--- config.mk ---
export PLATFORM = sky130hd
export DESIGN_NAME = signed_int_to_decimal_ascii_top
export DESIGN_NICKNAME = d
export VERILOG_FILES = /design/src/rtl/sitda_pkg.sv /design/src/rtl/sitda_ctrl.sv /design/src/rtl/sitda_dp.sv /design/src/rtl/signed_int_to_decimal_ascii_top.sv
export SDC_FILE = /design/constraint.sdc
export NUM_CORES = 1
export LEC_CHECK = 0
export ABC_AREA = 1
export BUFFER_PORTS_ARGS = -buffer_cell sky130_fd_sc_hd__buf_4
export CAP_MARGIN = 20
export CELL_PAD_IN_SITES_DETAIL_PLACEMENT = 0
export CELL_PAD_IN_SITES_GLOBAL_PLACEMENT = 2
export CORE_MARGIN = 2
export CORE_UTILIZATION = 37
export CTS_BUF_LIST = sky130_fd_sc_hd__clkbuf_4
export DETAILED_ROUTE_END_ITERATION = 7
export PLACE_DENSITY = 0.91
export RECOVER_POWER = 100
export SETUP_SLACK_MARGIN = 0.1
export SYNTH_ARGS = -nofsm -noshare
export SYNTH_HDL_FRONTEND = slang
export SYNTH_HIERARCHICAL = 1
export SYNTH_SLANG_ARGS = --single-unit
--- constraint.sdc ---
create_clock -name i_clk -period 4.8 [get_ports i_clk]
set_input_delay 0.96 -clock i_clk [delete_from_list [all_inputs] [get_ports i_clk]]
set_output_delay 0.96 -clock i_clk [all_outputs]
set_load 0.01 [all_outputs]
--- src/rtl/sitda_pkg.sv ---
// Shared types, constants and the BCD adjust function for the integer-to-decimal converter.
package sitda_pkg;

    localparam int VALUE_W    = 64;
    localparam int NUM_DIGITS = 20;
    localparam int BCD_W      = 4 * NUM_DIGITS;
    localparam int CNT_W      = $clog2(VALUE_W);
    localparam int IDX_W      = $clog2(NUM_DIGITS);

    localparam logic [CNT_W-1:0] LAST_BIT = CNT_W'(VALUE_W - 1);

    localparam logic [7:0] CH_ZERO  = 8'h30;
    localparam logic [7:0] CH_NINE  = 8'h39;
    localparam logic [7:0] CH_MINUS = 8'h2d;

    typedef enum logic [2:0] {
        ST_IDLE,
        ST_CONV,
        ST_FIND,
        ST_SIGN,
        ST_EMIT
    } t_state;

    typedef struct packed {
        logic load;
        logic shift;
        logic find;
        logic emit_sign;
        logic emit_digit;
    } t_cmd;

    typedef struct packed {
        logic bit_done;
        logic idx_zero;
        logic negative;
        logic out_free;
    } t_status;

    // add-3 correction on every digit of 5 or more, ahead of the next shift
    function automatic logic [BCD_W-1:0] dd_adjust(input logic [BCD_W-1:0] bcd);
        logic [BCD_W-1:0] res;
        res = bcd;
        for (int i = 0; i < NUM_DIGITS; i++) begin
            if (bcd[4*i +: 4] >= 4'd5) begin
                res[4*i +: 4] = bcd[4*i +: 4] + 4'd3;
            end
        end
        return res;
    endfunction

endpackage

--- src/rtl/sitda_ctrl.sv ---
// Sequencing controller: load, double-dabble shifts, leading digit search, character output.
module sitda_ctrl (
    input  logic               i_clk,
    input  logic               i_rst_n,
    input  logic               i_valid,
    output logic               o_stall,
    input  sitda_pkg::t_status i_status,
    output sitda_pkg::t_cmd    o_cmd
);
    import sitda_pkg::*;

    t_state r_state;
    t_state n_state;

    always_ff @(posedge i_clk) begin
        if (!i_rst_n) begin
            r_state <= ST_IDLE;
        end else begin
            r_state <= n_state;
        end
    end

    always_comb begin
        n_state = r_state;
        unique case (r_state)
            ST_IDLE: if (i_valid) n_state = ST_CONV;
            ST_CONV: if (i_status.bit_done) n_state = ST_FIND;
            ST_FIND: n_state = i_status.negative ? ST_SIGN : ST_EMIT;
            ST_SIGN: if (i_status.out_free) n_state = ST_EMIT;
            ST_EMIT: if (i_status.out_free && i_status.idx_zero) n_state = ST_IDLE;
            default: n_state = ST_IDLE;
        endcase
    end

    always_comb begin
        o_cmd   = '0;
        o_stall = 1'b1;
        unique case (r_state)
            ST_IDLE: begin
                o_stall    = 1'b0;
                o_cmd.load = i_valid;
            end
            ST_CONV: o_cmd.shift = 1'b1;
            ST_FIND: o_cmd.find = 1'b1;
            ST_SIGN: o_cmd.emit_sign = i_status.out_free;
            ST_EMIT: o_cmd.emit_digit = i_status.out_free;
            default: o_cmd = '0;
        endcase
    end

endmodule

--- src/rtl/sitda_dp.sv ---
// Datapath: magnitude and BCD shift registers, digit index and output word register.
module sitda_dp (
    input  logic                                 i_clk,
    input  logic                                 i_rst_n,
    input  logic signed [sitda_pkg::VALUE_W-1:0] i_value,
    input  sitda_pkg::t_cmd                      i_cmd,
    output sitda_pkg::t_status                   o_status,
    output logic [7:0]                           o_character,
    output logic                                 o_last,
    output logic                                 o_valid,
    input  logic                                 i_stall
);
    import sitda_pkg::*;

    logic [VALUE_W-1:0] r_mag;
    logic [BCD_W-1:0]   r_bcd;
    logic [CNT_W-1:0]   r_bit_cnt;
    logic [IDX_W-1:0]   r_idx;
    logic               r_neg;
    logic               r_out_valid;
    logic [7:0]         r_character;
    logic               r_last;

    logic [VALUE_W-1:0] w_mag_in;
    logic [BCD_W-1:0]   w_adj;
    logic [IDX_W-1:0]   w_lead;
    logic [3:0]         w_digit;

    assign w_mag_in = i_value[VALUE_W-1] ? ('0 - $unsigned(i_value)) : $unsigned(i_value);
    assign w_adj    = dd_adjust(r_bcd);
    assign w_digit  = r_bcd[{r_idx, 2'b00} +: 4];

    // highest non-zero digit; zero itself leaves index 0
    always_comb begin
        w_lead = '0;
        for (int i = 0; i < NUM_DIGITS; i++) begin
            if (r_bcd[4*i +: 4] != 4'd0) begin
                w_lead = IDX_W'(i);
            end
        end
    end

    always_ff @(posedge i_clk) begin
        if (i_cmd.load) begin
            r_neg     <= i_value[VALUE_W-1];
            r_mag     <= w_mag_in;
            r_bcd     <= '0;
            r_bit_cnt <= '0;
        end else if (i_cmd.shift) begin
            r_bcd     <= {w_adj[BCD_W-2:0], r_mag[VALUE_W-1]};
            r_mag     <= {r_mag[VALUE_W-2:0], 1'b0};
            r_bit_cnt <= r_bit_cnt + 1'b1;
        end

        if (i_cmd.find) begin
            r_idx <= w_lead;
        end else if (i_cmd.emit_digit) begin
            r_idx <= r_idx - 1'b1;
        end

        if (i_cmd.emit_sign) begin
            r_character <= CH_MINUS;
            r_last      <= 1'b0;
        end else if (i_cmd.emit_digit) begin
            r_character <= CH_ZERO + {4'd0, w_digit};
            r_last      <= (r_idx == '0);
        end
    end

    // output word register
    always_ff @(posedge i_clk) begin
        if (!i_rst_n) begin
            r_out_valid <= 1'b0;
        end else if (i_cmd.emit_sign || i_cmd.emit_digit) begin
            r_out_valid <= 1'b1;
        end else if (!i_stall) begin
            r_out_valid <= 1'b0;
        end
    end

    assign o_status.bit_done = (r_bit_cnt == LAST_BIT);
    assign o_status.idx_zero = (r_idx == '0);
    assign o_status.negative = r_neg;
    assign o_status.out_free = !r_out_valid || !i_stall;

    assign o_valid     = r_out_valid;
    assign o_character = r_character;
    assign o_last      = r_last;

`ifndef SYNTH
    // the search must land on a non-zero leading digit, except for the value zero
    a_lead_nonzero: assert property (@(posedge i_clk) disable iff (!i_rst_n)
        i_cmd.find |=> (r_idx == '0 || w_digit != 4'd0))
        else $error("leading digit search picked a zero digit");

    a_char_legal: assert property (@(posedge i_clk) disable iff (!i_rst_n)
        (i_cmd.emit_sign || i_cmd.emit_digit) |=>
            (r_character == CH_MINUS || (r_character >= CH_ZERO && r_character <= CH_NINE)))
        else $error("character outside sign and digit set");

    a_sign_not_last: assert property (@(posedge i_clk) disable iff (!i_rst_n)
        (o_valid && o_character == CH_MINUS) |-> !o_last)
        else $error("sign word marked as last");

    a_no_overwrite: assert property (@(posedge i_clk) disable iff (!i_rst_n)
        (o_valid && i_stall) |-> !(i_cmd.emit_sign || i_cmd.emit_digit))
        else $error("stalled output word overwritten");
`endif

endmodule

--- src/rtl/signed_int_to_decimal_ascii_top.sv ---
// Top level: signed 64-bit integer to decimal ASCII text converter.
// One value is taken when i_valid is high and o_stall is low; it is then loaded, shifted
// through the 20-digit BCD register by double dabble, one shift per bit of the magnitude,
// then the leading digit is found, then one character per cycle follows ('-' first for a
// negative value, no leading zeros, '0' for zero, o_last on the final digit), slowed
// only by i_stall. o_stall is high throughout, and the next value is taken once the last
// character has entered the output register.
module signed_int_to_decimal_ascii_top (
    input  logic                                 i_clk,
    input  logic                                 i_rst_n,
    input  logic                                 i_valid,
    output logic                                 o_stall,
    input  logic signed [sitda_pkg::VALUE_W-1:0] i_value,
    output logic                                 o_valid,
    input  logic                                 i_stall,
    output logic [7:0]                           o_character,
    output logic                                 o_last
);
    import sitda_pkg::*;

    t_cmd    w_cmd;
    t_status w_status;

    sitda_ctrl u_ctrl (
        .i_clk    (i_clk),
        .i_rst_n  (i_rst_n),
        .i_valid  (i_valid),
        .o_stall  (o_stall),
        .i_status (w_status),
        .o_cmd    (w_cmd)
    );

    sitda_dp u_dp (
        .i_clk       (i_clk),
        .i_rst_n     (i_rst_n),
        .i_value     (i_value),
        .i_cmd       (w_cmd),
        .o_status    (w_status),
        .o_character (o_character),
        .o_last      (o_last),
        .o_valid     (o_valid),
        .i_stall     (i_stall)
    );

endmodule

==> impl_results.md, run 1 <==
- Startpoint Class: register
- Area leader, netlist: edfxtp_1
- CTS Hold Bufs: 0
- Leak: 4.600 nW
- Number of flops mapped to enable cells by yosys: 70
- Failing checks: capacitance limit, slew limit
- Nets: 1650
- Critical path required time: 5210 ps
- Crit-path leading delay family: buffers and inverters
- Io pins: 79
- DR vias/cell: 5.199
- Net Sw Frac: 0.4199
- Synthesized instance count: 1495
- Clk pin slew, worst setup/hold paths: 170 ps
- DRT iter0 DRCs: 726
- DR vias: 10090
- Seq/Total Area, Yosys: 0.3666
- Syn Std Cell Area: 0.01098 mm^2
- First-pass GRT wire length: 49870 um
- Status: complete, but fails checks
- Setup Crit Path Kind: reg -> reg
- Top cell type's share of synthesized area: 0.1915
- Peak supply drop: 0.3218 mV
- Initial Util: 0.3733
- Fillers: 3108
- Largest net degree at the start of global routing: 86
- Pre-antenna DRT Iters: 5
- Seq pwr share: 0.432
- Postcts setup bufs: 0
- Maximum clock rate: 284.8 MHz
- Most frequent CP cell: nor2_1
- # Max-Cap Violations: 3
- Area contributors post-synth: edfxtp_1, dfxtp_1, nand2_1
- Async set-reset flop share out of synthesis: 0
- Initial antenna violation count: 1
- Yosys cell types: 60
- FP Rows: 63
- Hpwl dp: 21700 um
- Crit-path slowest cell: clkbuf_1
- Share of layout cells above drive strength 1: 0.08839
- Most frequent cell after synthesis: nand2_1
- Clock root cell: clkbuf_4
- Residual DRC: 0
- Post-Syn Area per Cell: 7.341 um^2
- Vias in the first global route: 9554
- CTS Sinks: 166
- WL final: 30840 um
- Area delta synth->final: 9.337%
- Die height: 176.2 um
- Max FO, Critical Path: 58
- Core Area: 0.02940 mm^2
- Comb pwr share: 0.383
- RSZ-0062 raised after global routing: no
- Net switching power: 2.144 mW
- Power Internal: 2.961 mW
- Cts repair resizes: 0
- WP data arrival: 3920 ps
- Slew headroom: -0.1819
- Cell chain of the critical path: nor2_1 > nand2_1 > nor2_1 > inv_4 > nand2_4 > clkbuf_1 > o21ai_0
- Endpoint class of the critical path: register
- WP buf/inv: 2
- Max H-tree Level: 4
- PnR Total Power: 5.105 mW
- Endpoints failing hold: 0
- Die ar.: 0.03106 mm^2
- Count of final setup violators: 0
- Clock Tree Buf Depth: 2
- Pwr dens: 425.4 mW/mm^2
- TNS Setup: 0 ps
- GRT overflow: 0
- Clock power frac: 0.185
- Synth Flop Type: dfxtp_1
- Synth warnings: 6
- Worst slew pin tran: 1773 ps
- Final Hold Slack: 464.3 ps
- Worst-skew pair later-pin latency: 590 ps
- Final min period: 3511 ps
- GP Congestion: 0.8899
- CTS tree: built
- Post-synth top cells: nand2_1, inv_1, o21ai_0
- Die Wd: 176.2 um
- Period utilisation layout: 0.7314
- Total track usage: 0.2005
- Wire length per cell: 15.89 um
- Flops & latches, synth: 166
- Skew final: 26.95 ps
- Worst path max stage delay: 1180 ps
- Buffers on Ports: 75
- DRT antenna net count: 0
- HP Class: reg -> reg
- TritonCTS Buffers: 17
- Final Max Slew Viols: 149
## power groups by stage
stage	combinational [mW]	sequential, mW	clock (mW)
after global routing	2.21	2.25	1.04
after CTS	2.04	2.20	0.985
after global placement	2.01	2.23	0
after detailed placement	2.04	2.24	0
after floorplan	1.36	2.21	0
final	1.95	2.21	0.945
## sequential cells by signal (all words and copies together), names as in the netlist
name,cells
u_ctrl/r_state,3
u_dp/o_character,5
u_dp/o_last,1
u_dp/o_valid,1
u_dp/r_bcd,80
u_dp/r_bit_cnt,6
u_dp/r_idx,5
u_dp/r_mag,64
u_dp/r_neg,1
## cells in the final DEF, fill, tap and decap left out, drive strengths merged, types with 2 or more instances in the layout
master	instances
nand2	245
inv	214
o21ai	183
nor2	151
nand3	100
dfxtp	96
a21oi	87
buf	70
edfxtp	70
ha	45
a31oi	43
xor2	43
clkbuf	32
o22ai	23
nor3	22
nor4	20
xnor2	17
nand4	16
a32o	9
o31ai	9
or2	8
o211ai	6
o32ai	6
o2bb2ai	4
clkinv	4
bufinv	3
conb	3
nand3b	3
and3	2
nor3b	2
a41oi	2
a32oi	2
a31o	2
clkinvlp	2
## final cells by class
cell class / instances / area [um^2] / area share
clock inverters: 15 / 191.4 / 0.01595
inverters: 208 / 784.5 / 0.06537
clock buffers: 17 / 127.6 / 0.01063
well taps: 390 / 488.0 / 0.04066
multi-input cells: 1059 / 5799 / 0.4833
flip-flops and latches: 166 / 4024 / 0.3353
diodes: 1 / 2.502 / 0.0002085
repair buffers: 85 / 583.1 / 0.04859
## worst reg2reg max path, delay by kind of cell, from the launching register on
family                 cells  cell delay, ps
buffers and inverters      2            1480
flip-flops                 1             400
AO/OA/AOI/OAI              1             200
AND/OR/NAND/NOR            4            1260
## metrics by stage
stage	worst slack (ps)	util	instances	area, um^2
CTS	1946	0.4147	1940	12190
finish	1289	0.4081	1941	12000
global placement	1550	0.4038	1908	11870
global route	874.3	0.4081	1941	12000
detailed placement	1530	0.4038	1908	11870
floorplan	559.2	-	1496	10980
## layer usage
metal	vias to the layer above	track usage	share of wire
met1	4691	0.2743	0.48
met3	20	0.02584	0.039
met4	0	0.04787	0.011
met5	-	0	0
li1	5158	-	-
met2	223	0.3364	0.47
## path summary, 6_finish.rpt
kind               endpoint  cells after the start  slack [ps]               from
max reg2reg  u_dp/r_bcd[38]                      7        1290  u_ctrl/r_state[0]
min           u_dp/r_bcd[0]                      2         460     u_dp/r_mag[63]
min reg2reg   u_dp/r_bcd[0]                      2         460     u_dp/r_mag[63]
max          u_dp/r_bcd[38]                      7        1290  u_ctrl/r_state[0]
## cells by family after synthesis
| group | share of synthesized area |
|---|---|
| compound gates | 0.1969 |
| buf+inv | 0.09473 |
| xor+xnor | 0.04788 |
| fa+ha+maj | 0.05130 |
| other cells | 0.0006842 |
| simple gates | 0.2419 |
| flops | 0.3666 |
Note: power is estimated with default switching activity, not from simulation.
==> inputs of run 2 (changes only) <==
==> constraint.sdc (replaced) <==
create_clock -name i_clk -period 3.6 [get_ports i_clk]
set_input_delay 0.72 -clock i_clk [delete_from_list [all_inputs] [get_ports i_clk]]
set_output_delay 0.72 -clock i_clk [all_outputs]
set_load 0.01 [all_outputs]
==> run 2 against run 1 <==
The run now ends clean. Non-clock buffer count rose by 10. Critical path depth is 7 higher. Wire length increased by 1.3%. Clock-buffer cell count grew 2. First-iteration DRC count fell by 3.7%. Power up 34%.
==> impl_results.md, run 2 (same netlist as run 1, synthesis figures left out) <==
- Status: completed
- DRT iter0 DRCs: 699 (-3.7%)
- Comb pwr share: 0.386 (+0.003)
- First-pass GRT wire length: 50360 um (+0.98%)
- Worst min-delay path endpoint: u_ctrl/r_state[1]
- Endpoint class of the critical path: register
- Net switching power: 2.860 mW (+33%)
- Count of final setup violators: 0 (unchanged)
- Final min period: 2985 ps
- Io pins: 79 (unchanged)
- Maximum clock rate: 335.0 MHz
- DR vias: 10210 (+1.2%)
- WL final: 31240 um (+1.3%)
- Finished Layout Cells: 1951 (+0.52%)
- Clock Tree Buf Depth: 2 (unchanged)
- Total track usage: 0.2025 (+0.001951)
- Endpoints failing hold: 0 (unchanged)
- Met3 Use GR: 0.02778 (+0.001938)
- Peak supply drop: 0.7018 mV (+120%)
- Worst slew pin tran: 1358 ps (-415.1 ps)
- CTS Hold Bufs: 0 (unchanged)
- Worst-skew pair later-pin latency: 590 ps (about the same)
- Buffers on Ports: 75 (unchanged)
- Share of layout cells above drive strength 1: 0.1032 (+0.01482)
- Net Sw Frac: 0.4183 (-0.001664)
- Top reg by flops: u_dp/r_bcd
- Clk pin slew, worst setup/hold paths: 180 ps (about the same)
- Slew headroom: 0.09483 (+0.2767)
- Initial Util: 0.3733 (unchanged)
- Startpoint Class: primary input
- Fillers: 3131 (+0.74%)
- Power Internal: 3.978 mW (+34%)
- Most frequent cells in the layout: nand2_1, inv_1, o21ai_0
- GR Util met2: 0.3296 (-0.006863)
- Max H-tree Level: 4 (unchanged)
- Pre-antenna DRT Iters: 5 (unchanged)
- Skew final: 42.10 ps (+15.14 ps)
- GRT overflow: 0 (unchanged)
- Hpwl dp: 22110 um (+1.9%)
- Commonest non-fill, non-tap cell in the layout: nand2_1
- Initial antenna violation count: 1 (unchanged)
- R2R Path Start: u_ctrl/r_state[2]
- FP Rows: 63 (unchanged)
- GRT Max-Usage Layer: met2
- Worst setup path startpoint: i_value[0]
- Cts repair resizes: 0 (unchanged)
- WP data arrival: 3310 ps (-610 ps)
- DRT antenna net count: 0 (unchanged)
- R2R setup slack: 770 ps (-520 ps)
- TNS Setup: 0 ps (unchanged)
- GRT met1 Usage: 0.2842 (+0.009877)
- Max reg flops: 80 (unchanged)
- Register-to-Register Path Depth: 8 (+1)
- Pwr dens: 563.2 mW/mm^2 (+32%)
- Final Max Slew Viols: 0 (-100%)
- Setup Crit Path Kind: in -> reg
- Wire length per cell: 16.01 um (+0.77%)
- Die Wd: 176.2 um (unchanged)
- Nets: 1660 (+0.61%)
- Setup ws final: 615.3 ps (-674.0 ps)
- Postcts setup bufs: 0 (unchanged)
- Regs by FF count: u_dp/r_bcd x80, u_dp/r_mag x64, u_dp/r_bit_cnt x6
- CTS tree: built
- RSZ-0062 raised after global routing: no
- HP Class: in -> reg
- # Max-Cap Violations: 0 (-3)
- Hold path cells: 3 (+1)
- Inst Count DP: 1918 (+0.52%)
- Max FO, Critical Path: 5 (-91%)
- Leak: 4.687 nW (+1.9%)
- Largest net degree at the start of global routing: 71 (-17%)
- Die height: 176.2 um (unchanged)
- Post-placement worst setup slack: 621.6 ps (-908.2 ps)
- Area delta synth->final: 10.61%
- Core Area: 0.02940 mm^2 (unchanged)
- Clock root cell: clkbuf_4
- DR vias/cell: 5.233 (+0.65%)
- Clock power frac: 0.184 (about the same)
- Vias in the first global route: 9627 (+0.76%)
- Seq pwr share: 0.430 (-0.002)
- Die ar.: 0.03106 mm^2 (unchanged)
- Critical path required time: 3920 ps (-1290 ps)
- Hold wc startpoint: i_rst_n
- GP Congestion: 0.9210 (+3.5%)
- TritonCTS Buffers: 17 (unchanged)
- Reg-to-reg endpoint: u_dp/r_bcd[17]
- Period utilisation layout: 0.8291
- Residual DRC: 0 (unchanged)
- CTS Sinks: 166 (unchanged)
[run 2: layout make-up]
type / instances / area [um^2] / area share
antenna: 1 / 2.502 / 0.0002061
clock buffer: 19 / 142.6 / 0.01175
clock inverter: 13 / 168.9 / 0.01391
inverter: 208 / 784.5 / 0.06462
multi-input combinational: 1059 / 5857 / 0.4824
sequential: 166 / 4024 / 0.3314
tap: 390 / 488.0 / 0.04019
timing repair buffer: 95 / 673.1 / 0.05545
[run 2: how the worst max path moves through the flow]
stage                               end  slack [ps]
floorplan                 u_dp/r_mag[0]         640
global placement         u_dp/r_mag[48]         590
detailed placement       u_dp/r_mag[55]         620
CTS                 u_dp/o_character[0]        1080
global route             u_dp/r_bcd[65]         460
finish                   u_dp/r_mag[54]         620
[run 2: metal layers]
metal	part of all wire	wire (um)
met4	0.015	476
met1	0.49	15170
met3	0.041	1280
met5	0	0
met2	0.46	14310
[run 2: worst max-delay path: stages]
cell and delay, ps:
buf_4 120, inv_2 70, ha_1 170, nand3_1 160, inv_1 90, nand2_1 220
nor2_8 200, nand3_2 100, o21ai_0 410, nand2_1 190, nor2_1 410, o21ai_0 200
xnor2_1 170, o21ai_1 70
[run 2: metrics by stage]
stage | area [um^2] | power (mW) | hold WS, ps | utilization
after global routing | 12140 | 7.336 | 293.3 | 0.4129
after CTS | 12270 | 7.002 | 300.8 | 0.4174
after floorplan | 10980 | 4.741 | 421.5 | -
after global placement | 11960 | 5.719 | 442.7 | 0.4068
final | 12140 | 6.838 | 343.7 | 0.4129
after detailed placement | 11960 | 5.737 | 441.2 | 0.4068
[run 2: power by group through the flow]
stage | clock network (mW) | registers, mW | logic, mW
finish | 1.26 | 2.94 | 2.64
global route | 1.36 | 3.00 | 2.98
CTS | 1.30 | 2.94 | 2.76
detailed placement | 0 | 2.98 | 2.76
global placement | 0 | 2.97 | 2.75
floorplan | 0 | 2.93 | 1.81
==> inputs of run 3 (changes only) <==
==> constraint.sdc (replaced) <==
create_clock -name i_clk -period 2.8 [get_ports i_clk]
set_input_delay 0.56 -clock i_clk [delete_from_list [all_inputs] [get_ports i_clk]]
set_output_delay 0.56 -clock i_clk [all_outputs]
set_load 0.01 [all_outputs]
==> run 3 against run 2 <==
Clock-buffer cell count down 1. Largest power group unchanged. Global-route usage is 0.21 points higher. Critical endpoint is now u_dp/r_idx[0]. Hold slack worse by 170 ps. Highest routed layer unchanged. Power increased by 28%. Largest cell class unchanged.
==> impl_results.md, run 3 (same netlist as run 1, synthesis figures left out) <==
- Die Wd: 176.2 um (unchanged)
- Peak supply drop: 0.8173 mV (+16%)
- DR vias: 10230 (+0.18%)
- Clock root cell: clkbuf_4
- Regs by FF count: u_dp/r_bcd x80, u_dp/r_mag x64, u_dp/r_bit_cnt x6
- WL final: 31360 um (+0.38%)
- Endpoints failing hold: 0 (unchanged)
- Area delta synth->final: 11.95%
- Setup ws final: 435.1 ps (-180.2 ps)
- Max H-tree Level: 4 (unchanged)
- Crit-path slowest cell: dfxtp_1
- Initial Util: 0.3733 (unchanged)
- Initial antenna violation count: 1 (unchanged)
- CTS Hold Bufs: 0 (unchanged)
- Buffers on Ports: 75 (unchanged)
- PnR Total Power: 8.765 mW (+28%)
- GP Congestion: 0.8699 (-5.5%)
- Most frequent CP cell: nand2_1
- DRT antenna net count: 0 (unchanged)
- CTS Sinks: 166 (unchanged)
- Maximum clock rate: 422.8 MHz
- Vias in the first global route: 9763 (+1.4%)
- Worst-skew pair later-pin latency: 620 ps (+30 ps)
- Max reg flops: 80 (unchanged)
- Max FO, Critical Path: 5 (unchanged)
- # Max-Cap Violations: 0 (unchanged)
- Final min period: 2365 ps
- Share of layout cells above drive strength 1: 0.1163 (+0.01306)
- Post-placement worst setup slack: 169.2 ps (-452.4 ps)
- Wire length per cell: 15.95 um (-0.38%)
- Nets: 1674 (+0.84%)
- Largest net degree at the start of global routing: 129 (+82%)
- Setup Crit Path Kind: reg -> reg
- Total track usage: 0.2046 (+0.002148)
- Commonest non-fill, non-tap cell in the layout: nand2_1
- WP data arrival: 2810 ps (-500 ps)
- Top reg by flops: u_dp/r_bcd
- Core Area: 0.02940 mm^2 (unchanged)
- Clock Tree Buf Depth: 2 (unchanged)
- Io pins: 79 (unchanged)
- TritonCTS Buffers: 17 (unchanged)
- Final Max Slew Viols: 0 (unchanged)
- Pre-antenna DRT Iters: 5 (unchanged)
- Slew headroom: 0.3147 (+0.2199)
- Hpwl dp: 22490 um (+1.7%)
- Count of final setup violators: 0 (unchanged)
- Residual DRC: 0 (unchanged)
- CTS tree: built
- Startpoint Class: register
- Period utilisation layout: 0.8446
- Cell chain of the critical path: inv_1 > ha_1 > nand2_1 > nor2_1 > nand2_1 > nand2_1 > nand2_1 > nand2_1 > nand2_1 > nand2_1 > nand2_1 > nand2_1 > nand2_1 > nand2_1 > nand2_1 > nand2_1 > nand2_1 > nand2_1 > nand2_1 > nand2_1 > nand2_1 > a21oi_1
- DR vias/cell: 5.202 (-0.59%)
- Die ar.: 0.03106 mm^2 (unchanged)
- Pwr dens: 713.4 mW/mm^2 (+27%)
- TNS Setup: 0 ps (unchanged)
- Worst path max stage delay: 360 ps (-50 ps)
- Worst slew pin tran: 1028 ps (-329.8 ps)
- Clk pin slew, worst setup/hold paths: 170 ps (about the same)
- FP Rows: 63 (unchanged)
- Status: completed
- Cts repair resizes: 0 (unchanged)
- Endpoint class of the critical path: register
- Skew final: 33.47 ps (-8.624 ps)
- Critical path required time: 3250 ps (-670 ps)
- Die height: 176.2 um (unchanged)
- HP Class: in -> reg
- Most frequent cells in the layout: nand2_1, inv_1, o21ai_0
- GRT overflow: 0 (unchanged)
- RSZ-0062 raised after global routing: no
- DRT iter0 DRCs: 643 (-8.0%)
- Leak: 4.775 nW (+1.9%)
- First-pass GRT wire length: 50690 um (+0.67%)
- Postcts setup bufs: 0 (unchanged)
## run 3: final timing paths
kind / startpoint / end / slack (ps) / cells past startpoint
setup reg to reg: u_dp/r_bcd[8] / u_dp/r_idx[0] / 440 / 22
hold reg to reg: u_dp/o_character[4] / u_dp/o_character[4] / 480 / 2
setup / recovery: u_dp/r_bcd[8] / u_dp/r_idx[0] / 440 / 22
hold / removal: i_rst_n / u_ctrl/r_state[1] / 170 / 3
## run 3: layout make-up
cell class              count  area [um^2]
diodes                      2        5.005
clock buffers              18        135.1
clock inverters            14        141.4
fillers                  3082        17120
inverters                 208        784.5
multi-input cells        1059         5908
flip-flops and latches    166         4024
well taps                 390        488.0
repair buffers            109        800.8
## run 3: where the power goes
group          internal, mW  total [mW]  switching (mW)  leakage [nW]
sequential             3.51        3.77           0.260          1.46
clock                 0.480        1.50            1.02         0.150
combinational          1.03        3.50            2.47          3.17
## run 3: stage by stage
step                hold slack (ps)  utilization  cells  cell area [um^2]
floorplan                     421.5            -   1496             10980
global placement              428.1       0.4105   1931             12070
detailed placement            454.8       0.4105   1931             12070
CTS                           126.0       0.4199   1963             12350
global route                  116.8       0.4179   1966             12290
finish                        170.2       0.4179   1966             12290
## run 3: worst max-delay path: cells and delay by family, from the launching register on
family | cells | cell delay [ps]
AOI/OAI and AO/OA | 1 | 110
adders and majority gates | 1 | 210
buffers and inverters | 1 | 160
DFF | 1 | 360
and+or+nand+nor | 19 | 1360
## run 3: metal layers
layer | vias to the layer above | part of all wire | track usage | routed length [um]
met1 | 4786 | 0.48 | 0.2757 | 15040
met3 | 33 | 0.038 | 0.03488 | 1182
met2 | 196 | 0.47 | 0.3431 | 14670
met5 | - | 0 | 0 | 0
li1 | 5213 | - | - | -
met4 | 0 | 0.015 | 0.04649 | 464
